### src/rtl/core/mawf_divider.sv
// ----------------------------------------------------------------------------
// mawf_divider
// Restoring unsigned divider, one quotient bit per cycle.
// ----------------------------------------------------------------------------
module mawf_divider #(
    parameter int DVD_W = 37,
    parameter int DVS_W = 11
) (
    input  logic             i_clk,
    input  logic             i_rst_n,
    input  logic             i_start,
    input  logic [DVD_W-1:0] i_dividend,
    input  logic [DVS_W-1:0] i_divisor,
    output logic             o_done,
    output logic [DVD_W-1:0] o_quotient
);
    localparam int CNT_W = $clog2(DVD_W + 1);

    logic             r_busy;
    logic             r_done;
    logic [CNT_W-1:0] r_cnt;
    logic [DVD_W-1:0] r_dvd;
    logic [DVD_W-1:0] r_quo;
    logic [DVS_W-1:0] r_rem;
    logic [DVS_W-1:0] r_dvs;
    logic [DVS_W:0]   w_trial;
    logic             w_ge;
    logic [DVS_W:0]   w_diff;

    assign w_trial = {r_rem, r_dvd[DVD_W-1]};
    assign w_ge    = (w_trial >= {1'b0, r_dvs});
    assign w_diff  = w_trial - {1'b0, r_dvs};

    always_ff @(posedge i_clk) begin
        if (!i_rst_n) begin
            r_busy <= 1'b0;
            r_done <= 1'b0;
        end else begin
            r_done <= 1'b0;
            if (i_start) begin
                r_busy <= 1'b1;
                r_cnt  <= '0;
                r_dvd  <= i_dividend;
                r_dvs  <= i_divisor;
                r_rem  <= '0;
            end else if (r_busy) begin
                // shift in one dividend bit, subtract where it fits
                r_rem <= w_ge ? w_diff[DVS_W-1:0] : w_trial[DVS_W-1:0];
                r_quo <= {r_quo[DVD_W-2:0], w_ge};
                r_dvd <= {r_dvd[DVD_W-2:0], 1'b0};
                r_cnt <= r_cnt + 1'b1;
                if (r_cnt == CNT_W'(DVD_W - 1)) begin
                    r_busy <= 1'b0;
                    r_done <= 1'b1;
                end
            end
        end
    end

    assign o_done     = r_done;
    assign o_quotient = r_quo;

endmodule

### config.mk
export PLATFORM = sky130hd
export DESIGN_NAME = mawf_divider
export DESIGN_NICKNAME = d
export VERILOG_FILES = /design/src/rtl/core/mawf_divider.sv
export SDC_FILE = /design/constraint.sdc
export NUM_CORES = 1
export LEC_CHECK = 0
export BUFFER_PORTS_ARGS = -buffer_cell sky130_fd_sc_hd__buf_2
export CORE_UTILIZATION = 42
export DETAILED_ROUTE_END_ITERATION = 7
export GPL_ROUTABILITY_DRIVEN = 0
export PLACE_DENSITY = 0.75
export REMOVE_ABC_BUFFERS = 1
export SLEW_MARGIN = 20
export SYNTH_ARGS = -nofsm -noshare
export SYNTH_HDL_FRONTEND = slang
export SYNTH_SLANG_ARGS = --single-unit
export TNS_END_PERCENT = 5
### constraint.sdc
create_clock -name i_clk -period 4.2 [get_ports i_clk]
set_input_delay 0.42 -clock i_clk [delete_from_list [all_inputs] [get_ports i_clk]]
set_output_delay 0.42 -clock i_clk [all_outputs]
set_load 0.02 [all_outputs]
# [Word-level counts from Yosys, hierarchy flattened]
# Index checks and enable logic that the tools add are counted.
[totals] reg_bits=104 out_inout_bits=38 wordCells=28
[op_classes] addsub=2 order_cmp=1 eq_ne=1 n_mux=9 bitwise_logic=3 reduce_logical=5
[op_table] op="37-bit two-way mux" count=2
[op_table] op="11-bit two-way mux" count=2
[op_table] op="12-bit by 11-bit >= comparator with 1-bit output" count=1
[op_table] op="11-bit subtractor" count=1
[op_table] op="6-bit by 1-bit adder with 6-bit output (second input constant)" count=1
[op_table] op="6-bit equality test (second input constant)" count=1
[op_table] op="6-bit two-way mux" count=1
[op_table] op="1-bit two-way mux" count=4
[op_table] op="2-bit AND reduction" count=2
[op_table] op="1-bit NOT" count=3
[op_table] op="3-bit AND reduction" count=1
[op_table] op="3-bit OR reduction" count=1
[op_table] op="2-bit nonzero test" count=1

# [Logic depth before layout (Yosys ltp)]
# Gate-level depths: netlist of the first run.
[logic_depth] word_depth=4 depth_mapped=10

# [Worst setup path after synthesis of the first run]
# No wires, ideal clock.
[synth_path] kind="input to register" start="input i_start" end="register r_quo[0], in the netlist o_quotient[0] (enable)" t_arrival_ps=2637 required_ps=3769 slack_ps=1131 stages=4 cell_sequence="clkbuf_1 -> clkbuf_1 -> buf_1 -> nor2_1"
[synth_via] elab_chain_cells=2
[synth_rtl] element="start: declaration" line="11" rtl="input logic i_start,"
[synth_rtl] element="1-bit NOT (no source line)"
[synth_rtl] element="3-bit AND reduction (no source line)"
[synth_rtl] element="end signal: assignment" line="49" rtl="r_quo <= {r_quo[DVD_W-2:0], w_ge};"
[synth_rtl] element="end: declaration" line="23" rtl="logic [DVD_W-1:0] r_quo;"
# No other way between the ends.
# A chain may end at the register's enable or synchronous reset.

# [Final worst setup path of the first run]
[layout_path] start="register r_dvd[36]" end="register r_rem[10] (data pin)"
[layout_via] elab_chain_cells=3
[layout_rtl] element="start: declaration" line="22" rtl="logic [DVD_W-1:0] r_dvd;"
[layout_rtl] element="start signal: assignment" line="43" rtl="r_dvd <= i_dividend;"
[layout_rtl] element="start signal: assignment" line="50" rtl="r_dvd <= {r_dvd[DVD_W-2:0], 1'b0};"
[layout_rtl] element="11-bit subtractor / 12-bit by 11-bit >= comparator with 1-bit output (equally long branches)" line="32, 31"
[layout_rtl] element="11-bit two-way mux (*)" line="48" rtl="r_rem <= w_ge ? w_diff[DVS_W-1:0] : w_trial[DVS_W-1:0];"
[layout_rtl] element="11-bit two-way mux (*)" line="46" rtl="end else if (r_busy) begin"
[layout_rtl] element="end signal: assignment" line="48"
[layout_rtl] element="end: declaration" line="24" rtl="logic [DVS_W-1:0] r_rem;"
# Mark *: on every way between the ends. The rest lies on a longest branch, timed or not. The select of a mux whose other input is x is not followed.

==> metrics, run 1 <==
share of post-route cells with drive strength above 1 0.410; Antenna Nets Post-Route 0; register area share after synthesis 0.697; Worst setup EP type register; Critical R2R Launch r_dvd[36]$_DFFE_PP_; Slew Viols, Final 0; post-synthesis area per instance roughly 16 sq um; WHS Path Cells 1; synth unique cells 39; TritonCTS clock tree yes; Worst Hold End r_dvs[7]$_DFFE_PP_; Place WS about 1.9 ns; Crit Path Max Fanout 3; warnings from Yosys 0; Fin Hold WS around 0.23 ns; area grow syn2layout 18.1%; simple-gate portion of the synthesized area 0.0545; Placeable Area 10300 sq um; Die Height roughly 100 microns; Crit path required time 4.38 ns; min Tclk post-route about 2.3 ns; die area about 11000 sq um; Clock Skew approximately 0.018 ns; largest net degree at the start of global routing 49; Starting DRT DRC Count slightly above 100; Initial Utilization 0.431; crit path launch type register; total power around 2.2 mW; clk slew on worst S/H paths roughly 0.1 ns; GRT Residual Overflow 0; post-CTS resize count 0; DRC Markers 0; Synth area leader edfxtp_1; total track usage 0.145; Port Buf Inserts between 80 and 90; slowest cell on the critical path fa_1; Worst Hold Class in -> reg; PwrDens about 410 nW/um^2; Cell Area, Synth between 4000 and 5000 sq um; maxcap violations 0; Worst R2R End r_rem[10]$_SDFFCE_PP0P_; Tcrit/Tclk final 0.557; xor/xnor cell area share of the yosys netlist 0.0197; hpwl dp approximately 5.2 mm; Worst-Skew Late Latency ~0.35 ns; Clock Sinks about 100; Die X 105 microns; drt wl/cell around 15 microns; final setup vio count 0; Worst Reg2Reg Path Length in Cells 9; f_max 427 MHz; # fillers 873; slew of the pin with the lowest slew margin roughly 0.99 ns; H-tree depth 3; compound-gate portion of the synthesized area 0.0553; number of global-route vias before repair approximately 2500; crit-path cells inv_1, ha_1, fa_1, nand2b_1, a21o_1, a211oi_1, o21ai_1, and3_1, o31ai_2; via count about 2500; critical path launch point r_dvd[36]$_DFFE_PP_; initial antenna violation count 1; VDD IR max approximately 0.30 mV; post-CTS setup repair buffer count 0; P_leak between 2 and 2.5 nW; Slew HR 0.338; most frequent cells in the layout edfxtp_1, buf_2, mux2_2; crit path kind reg -> reg; Yosys top cell area share 0.688; first-pass GRT wire length ~12 mm; Hold Crit Start i_divisor[7]; # hold bufs at CTS 0; Worst Path Arrival between 2 and 3 ns; final hold viol count 0; setup_tns 0 ns; status finished clean; I/O Pins just under 90; post-route worst setup slack around 1.9 ns; adder-cell share of the synthesized area 0.0410; setup repair after global routing missed its margin false; register bit count reported by yosys approximately 100; synth top area cells edfxtp_1, mux2_2, ha_1, nor2_1, inv_1; Post-Route Utilization 0.510; Mapped Cells roughly 280; largest family of logic cells by synthesized area multiplexers; Row Count 37; number of buffers created by CTS 9; DRT Pass-1 Iters 4; most common cell after layout, fill and taps aside edfxtp_1; CTS Root Cell clkbuf_8; Worst R2R Setup Slack 1.86 ns; CP max stage delay 0.40 ns; Longest Clk Path Bufs 2; nets about 440; mux cell area share after synthesis 0.109; routed wire length between 7 and 8 mm; vias per cell ~4.9; final antenna diode count 0
## flip-flops by register name (all words and copies together) (netlist names)
name and cells:
r_rem 11, o_quotient 37, o_done 1, r_busy 1, r_cnt 6, r_dvd 37, r_dvs 11
## metrics by stage
step                area (sq um)  cells
floorplan                   4430    270
global placement            5060    496
detailed placement          5060    496
CTS                         5260    512
global route                5260    512
finish                      5260    512
## logic make-up after synthesis
family,Yosys count
DFF,104
and+or+nand+nor,49
muxes,43
AOI/OAI and AO/OA,30
buffers and inverters,26
adders and majority gates,14
xor gates and xnor gates,10
## worst max-delay path: cells and delay by family (launching register included)
kind	cells	cell delay (ns)
simple gates	2	0.37
flops	1	0.33
fa+ha+maj	2	0.62
compound gates	4	0.81
buf+inv	1	0.05
## cells in the mapped netlist
cell / instances
a211oi_1: 1
dfxtp_1: 2
mux2_4: 2
nand2_4: 1
nor2_1: 20
o21a_1: 5
o21ai_1: 2
mux2i_1: 5
nand4_1: 3
o31a_1: 1
a2111oi_4: 1
o32ai_2: 1
and3_1: 1
edfxtp_1: 102
ha_1: 13
o21ai_2: 1
mux2_2: 36
fa_1: 1
inv_1: 19
a21o_1: 2
xor2_1: 2
o21ai_0: 4
a21oi_1: 7
nand2_1: 8
nand2b_1: 3
nor3_1: 3
nor3_4: 1
o21ai_4: 1
a21oi_4: 1
nor2b_1: 3
buf_1: 2
and2_1: 2
o211ai_1: 2
nand3_1: 4
inv_8: 1
clkbuf_1: 3
buf_2: 1
xnor2_1: 8
o31ai_2: 1
## power breakdown
group / switching (mW) / internal (mW) / total (mW)
sequential: 0.0247 / 1.21 / 1.23
combinational: 0.176 / 0.149 / 0.326
clock: 0.336 / 0.280 / 0.617
## layer usage
| layer | vias up | wire length [microns] | global-route usage |
|---|---|---|---|
| li1 | 1216 | - | - |
| met1 | 1190 | 3350 | 0.188 |
| met2 | 73 | 3560 | 0.224 |
| met3 | 6 | 532 | 0.0593 |
| met4 | 2 | 53 | 0.0423 |
| met5 | - | 16 | 0 |
## worst max path at each step
stage,depth (start not counted),slack (ns),to
floorplan,2,1.73,o_quotient[0]$_DFFE_PP_
global placement,10,1.92,r_rem[7]$_SDFFCE_PP0P_
detailed placement,9,1.85,r_rem[2]$_SDFFCE_PP0P_
CTS,8,1.84,r_rem[10]$_SDFFCE_PP0P_
global route,10,1.67,r_rem[8]$_SDFFCE_PP0P_
finish,9,1.86,r_rem[10]$_SDFFCE_PP0P_
## layout make-up
class / instances / area (sq um) / area share
flip-flops and latches: 104 / 3100 / 0.590
multi-input cells: 146 / 1250 / 0.238
repair buffers: 90 / 455 / 0.0866
well taps: 136 / 170 / 0.0324
clock buffers: 10 / 128 / 0.0243
inverters: 20 / 82.6 / 0.0157
clock inverters: 6 / 67.6 / 0.0128
No activity file was read; power rests on OpenSTA's default activity.
==> run 2, diff against run 1 <==
clock period = 2.3 ns   (was 4.2 ns; I/O delays follow)
==> run 2 against run 1 <==
- sequential cell count stayed put
- largest power group unchanged
- critical path depth unchanged
- clock skew is 0.0037 ns lower
- critical path type unchanged
- fmax up 3.7%
==> metrics, run 2 (synthesis results as in run 1) <==
Die X 105 microns (unchanged); Clock Sinks 104 (unchanged); routed wire length 7.81 mm (+4.1%); slew of the pin with the lowest slew margin 0.506 ns (-0.485 ns); DRC Markers 0 (unchanged); number of global-route vias before repair 2521 (-0.47%); CP max stage delay 0.39 ns (about the same); Worst Path Arrival 2.37 ns (-0.15 ns); H-tree depth 3 (unchanged); maxcap violations 0 (unchanged); Clock Skew 0.0138 ns (-0.00375 ns); via count 2560 (+2.9%); slowest cell on the critical path edfxtp_1; final setup vio count 0 (unchanged); crit path launch type register; vias per cell 4.89 (+0.77%); P_leak 2.07 nW (+2.6%); Die Height 105 microns (unchanged); drt wl/cell 14.9 microns (+1.9%); Crit path required time 2.41 ns (-1.97 ns); TritonCTS clock tree yes; Worst-Skew Late Latency 0.36 ns (about the same); hpwl dp 5.29 mm (+0.91%); Buf/Inv on CP 1 (unchanged); Slew HR 0.663 (+0.325); Tcrit/Tclk final 0.982 (+0.425); Row Count 37 (unchanged); status finished clean; GRT Residual Overflow 0 (unchanged); Placeable Area 10300 sq um (unchanged); Worst Hold Class in -> reg; number of buffers created by CTS 9 (unchanged); DRT Pass-1 Iters 4 (unchanged); Port Buf Inserts 88 (unchanged); share of post-route cells with drive strength above 1 0.444 (+0.0349); die area 11000 sq um (unchanged); Crit Path Max Fanout 7 (+4); Starting DRT DRC Count 127 (+23%); Initial Utilization 0.431 (unchanged); crit path kind reg -> reg; total track usage 0.149 (+0.00372); most frequent cells in the layout edfxtp_1, buf_2, mux2_2; Slew Viols, Final 0 (unchanged); initial antenna violation count 1 (unchanged); setup repair after global routing missed its margin true; final antenna diode count 0 (unchanged); Worst setup EP type register; largest net degree at the start of global routing 56 (+14%); family with the most delay on the worst path adder cells; clk slew on worst S/H paths 0.10 ns (about the same); PwrDens 731 nW/um^2 (+77%); setup_tns 0 ns (unchanged); Antenna Nets Post-Route 0 (unchanged); VDD IR max 0.442 mV (+48%); Post-Route Utilization 0.522 (+0.0124); most common cell after layout, fill and taps aside edfxtp_1; I/O Pins 89 (unchanged); Longest Clk Path Bufs 2 (unchanged); CTS Root Cell clkbuf_8; first-pass GRT wire length 12.5 mm (+1.4%); crit-path cells ha_2, fa_2, nand2b_4, a21o_4, a21oi_4, o21ai_4, inv_8, mux2i_1, nor2_1; Fin Hold WS 0.0349 ns (-0.194 ns); f_max 443 MHz (+3.7%); final hold viol count 0 (unchanged); area grow syn2layout 21.0%; min Tclk post-route 2.26 ns (-0.0825 ns); nets 447 (+2.5%)
run 2: cell types whose count changed in the layout (fill, tap and decap cells not counted), moves of 2 or more:
cell	delta
ha_4	+2
buf_4	+7
ha_1	-4
ha_2	+2
dlygate4sd3_1	+2
run 2: final cells by class:
type	instances	area (sq um)
multi-input combinational	146	1310
timing repair buffer	100	548
timing repair inverter	1	6.26
inverter	20	82.6
clock inverter	7	45.0
sequential	104	3100
fill	901	4940
tap	136	170
clock buffer	9	124
run 2: final timing paths:
check	endpoint	start	slack, ns	cells after the start
setup / recovery	r_rem[8]$_SDFFCE_PP0P_	r_dvs[0]$_DFFE_PP_	0.04	9
hold / removal	r_dvs[7]$_DFFE_PP_	i_divisor[7]	0.03	1
setup reg to reg	r_rem[8]$_SDFFCE_PP0P_	r_dvs[0]$_DFFE_PP_	0.04	9
hold reg to reg	o_quotient[20]$_DFFE_PP_	o_quotient[19]$_DFFE_PP_	0.45	0
run 2: what timing repair did:
action,4_1_cts,5_1_grt
gates cloned,1,0
pin swaps,0,5
setup endpoints to repair,7,10
buffers inserted,1,2
hold buffers,0,2
resized for setup,2,8
hold endpoints to repair,0,2
run 2: layer usage:
layer | part of all wire | vias up | GRT usage
met5 | 0.0017 | - | 0
met4 | 0.0079 | 2 | 0.0362
met3 | 0.064 | 8 | 0.0655
met2 | 0.48 | 82 | 0.230
met1 | 0.44 | 1228 | 0.192
li1 | - | 1240 | -
run 2: power breakdown:
group	internal, mW	switching, mW
Clock	0.395	0.621
Sequential	2.21	0.0477
Combinational	0.321	0.346
Total	2.92	1.01
run 2: metrics by stage:
stage          power (mW)  cells  cell area, sq um  setup slack [ns]
2_1_floorplan        2.73    270              4430           -0.0747
3_3_place_gp         2.89    501              5110            0.0637
3_5_place_dp         2.91    501              5110           -0.0256
4_1_cts              3.95    519              5300           0.00561
5_1_grt              4.14    523              5390           -0.0520
6_report             3.94    523              5390            0.0412
==> run 3, diff against run 2 <==
ABC_AREA = 1   (was default)
PLACE_DENSITY = 0.74   (was 0.75)
==> run 3 against run 2 <==
- final cell count increased by 33%
- highest routed layer is now met4
- largest cell class unchanged
- critical path depth increased by 2
- sequential cell count unchanged
- synthesized cell count increased by 64%
- sequential power increased by 2%
==> metrics, run 3 <==
status finished clean; total power 4.13 mW (+4.8%); DRT Pass-1 Iters 4 (unchanged); Die Height 108 microns (+2.8%); count leader, synth nand2_1; drt wl/cell 13.1 microns (-12%); min Tclk post-route 2.10 ns (-0.156 ns); Initial Utilization 0.433 (+0.00166); post-CTS setup repair buffer count 0 (-1); vias per cell 4.75 (-3.0%); critical path launch point r_dvd[36]$_DFFE_PP_; Slew Viols, Final 0 (unchanged); clk slew on worst S/H paths 0.09 ns (about the same); final setup vio count 0 (unchanged); first-pass GRT wire length 14.9 mm (+19%); crit path launch type register; total track usage 0.169 (+0.0202); die area 11700 sq um (+5.8%); most frequent cells after synthesis nand2_1, edfxtp_1, inv_1, nor2_1, nand3_1; final antenna diode count 0 (unchanged); GRT Residual Overflow 0 (unchanged); crit path kind reg -> reg; Antenna Nets Post-Route 0 (unchanged); via count 3296 (+29%); final hold viol count 0 (unchanged); Placeable Area 10900 sq um (+5.5%); Top FF cell, synth edfxtp_1; Clock Sinks 104 (unchanged); routed wire length 9.12 mm (+17%); warnings from Yosys 0 (unchanged); Yosys top cell area share 0.650 (-0.0381); largest net degree at the start of global routing 37 (-34%); slowest cell on the critical path fa_1; f_max 475 MHz (+7.4%); Storage cell area 3100 sq um (unchanged); synth top area cells edfxtp_1, nand2_1, inv_1, ha_1, nor2_1; post-synthesis area per instance 10.4 sq um (-36%); Die X 108 microns (+2.8%); P_leak 2.57 nW (+24%); Post-Route Utilization 0.510 (-0.0115); setup_tns 0 ns (unchanged); Port Buf Inserts 88 (unchanged); EDFF count, synth 102 (unchanged); Crit path required time 2.43 ns (+0.02 ns); area grow syn2layout 17.8%; synth unique cells 24 (-38%); Worst R2R End r_rem[9]$_SDFFCE_PP0P_; # fillers 985 (+9.3%); register bit count reported by yosys 104 (unchanged); maxcap violations 0 (unchanged); initial antenna violation count 0 (-1); slew of the pin with the lowest slew margin 0.548 ns (+0.0418 ns); nets 614 (+37%); Clock Skew 0.0110 ns (-0.00282 ns); CP max stage delay 0.42 ns (+0.03 ns); # hold bufs at CTS 0 (unchanged); VDD IR max 0.428 mV (-3.1%); post-route worst setup slack 0.197 ns (+0.156 ns); Critical R2R Launch r_dvd[36]$_DFFE_PP_; PwrDens 743 nW/um^2 (+1.6%); Worst setup EP type register; Place WS 0.114 ns (+0.139 ns); DRC Markers 0 (unchanged); Cell Area, Synth 4720 sq um (+5.9%); number of buffers created by CTS 9 (unchanged); CTS Root Cell clkbuf_8; hpwl dp 6.33 mm (+20%); TritonCTS clock tree yes; CP Depth 11 (+2); Worst R2R Setup Slack 0.20 ns (+0.16 ns); register area share after synthesis 0.658 (-0.0386); Worst-Skew Late Latency 0.38 ns (+0.02 ns); most common cell after layout, fill and taps aside nand2_1; number of global-route vias before repair 3220 (+28%); Worst Reg2Reg Path Length in Cells 11 (+2); CP endpoint r_rem[9]$_SDFFCE_PP0P_; Mapped Cells 454 (+64%); Synth area leader edfxtp_1; ys async rst share 0 (unchanged); Worst Path Arrival 2.24 ns (-0.13 ns); Worst Hold Class in -> reg; dpl cell area 5360 sq um (+4.8%); share of post-route cells with drive strength above 1 0.217 (-0.228); Row Count 38 (+2.7%); crit-path cells inv_1, ha_1, fa_1, inv_1, nand3_1, nand3_2, nand3_4, nand3_2, nor2_4, nor2_1, nor2_1; most frequent cells in the layout nand2_1, edfxtp_1, buf_2; H-tree depth 3 (unchanged); setup repair after global routing missed its margin false; family with the most delay on the worst path simple AND/OR/NAND/NOR gates; Crit Path Max Fanout 12 (+5); area occupied by multi-input gates 1350 sq um (+2.9%); Buf/Inv on CP 2 (+1); I/O Pins 89 (unchanged); final instance area 5560 sq um (+3.1%); Longest Clk Path Bufs 2 (unchanged); Tcrit/Tclk final 0.914 (-0.0677); Slew HR 0.634 (-0.0283); Starting DRT DRC Count 136 (+7.1%)
run 3: cell count changes after synthesis, sizes merged, moves of 5 or more:
cell   delta
xnor2     -6
nand2   +169
o21ai     -7
mux2i     -5
inv      +36
mux2     -38
nand3    +14
nor2     +21
nand4    +11
run 3: stage by stage:
| step | cells | hold WS (ns) |
|---|---|---|
| 6_report | 694 | 0.0204 |
| 5_1_grt | 694 | 0.00360 |
| 4_1_cts | 694 | 0.00502 |
| 3_5_place_dp | 678 | 0.408 |
| 3_3_place_gp | 678 | 0.409 |
| 2_1_floorplan | 440 | 0.309 |
run 3: how the worst min path moves through the flow:
stage	end	start	cells after the start
after floorplan	o_done$_SDFF_PP0_	i_start	1
after global placement	r_dvs[5]$_DFFE_PP_	i_divisor[5]	1
after detailed placement	r_dvs[5]$_DFFE_PP_	i_divisor[5]	1
after CTS	r_dvs[5]$_DFFE_PP_	i_divisor[5]	1
after global routing	r_dvs[0]$_DFFE_PP_	i_divisor[0]	1
final	r_dvs[5]$_DFFE_PP_	i_divisor[5]	1
run 3: kinds of logic (layout without fill, tap and decap cells):
family	after synthesis	in the layout	synth area share
simple gates	253	253	0.224
xor+xnor	5	5	0.00929
flops	104	104	0.658
fa+ha+maj	14	14	0.0387
buf+inv	70	170	0.0613
compound gates	8	8	0.00902
run 3: what timing repair did:
item                                   in CTS  in global routing
setup endpoints to repair                   0                 12
endpoints found under the hold margin       0                  0
gates resized for setup                     0                  2
run 3: metal layers:
| metal | vias up | GRT usage | routed length [microns] |
|---|---|---|---|
| li1 | 1661 | - | - |
| met1 | 1528 | 0.217 | 4040 |
| met2 | 98 | 0.272 | 4430 |
| met3 | 9 | 0.0488 | 525 |
| met4 | 0 | 0.0616 | 127 |
| met5 | - | 0 | 0 |
run 3: cell type report:
type / count / share of cell area
timing repair buffer: 98 / 0.0973
clock buffer: 13 / 0.0250
clock inverter: 3 / 0.00766
sequential: 104 / 0.558
tap: 140 / 0.0315
inverter: 56 / 0.0378
multi-input combinational: 280 / 0.242
run 3: power breakdown:
part | switching (mW) | internal, mW
clock | 0.612 | 0.505
sequential | 0.0556 | 2.25
combinational | 0.451 | 0.259
total | 1.12 | 3.01
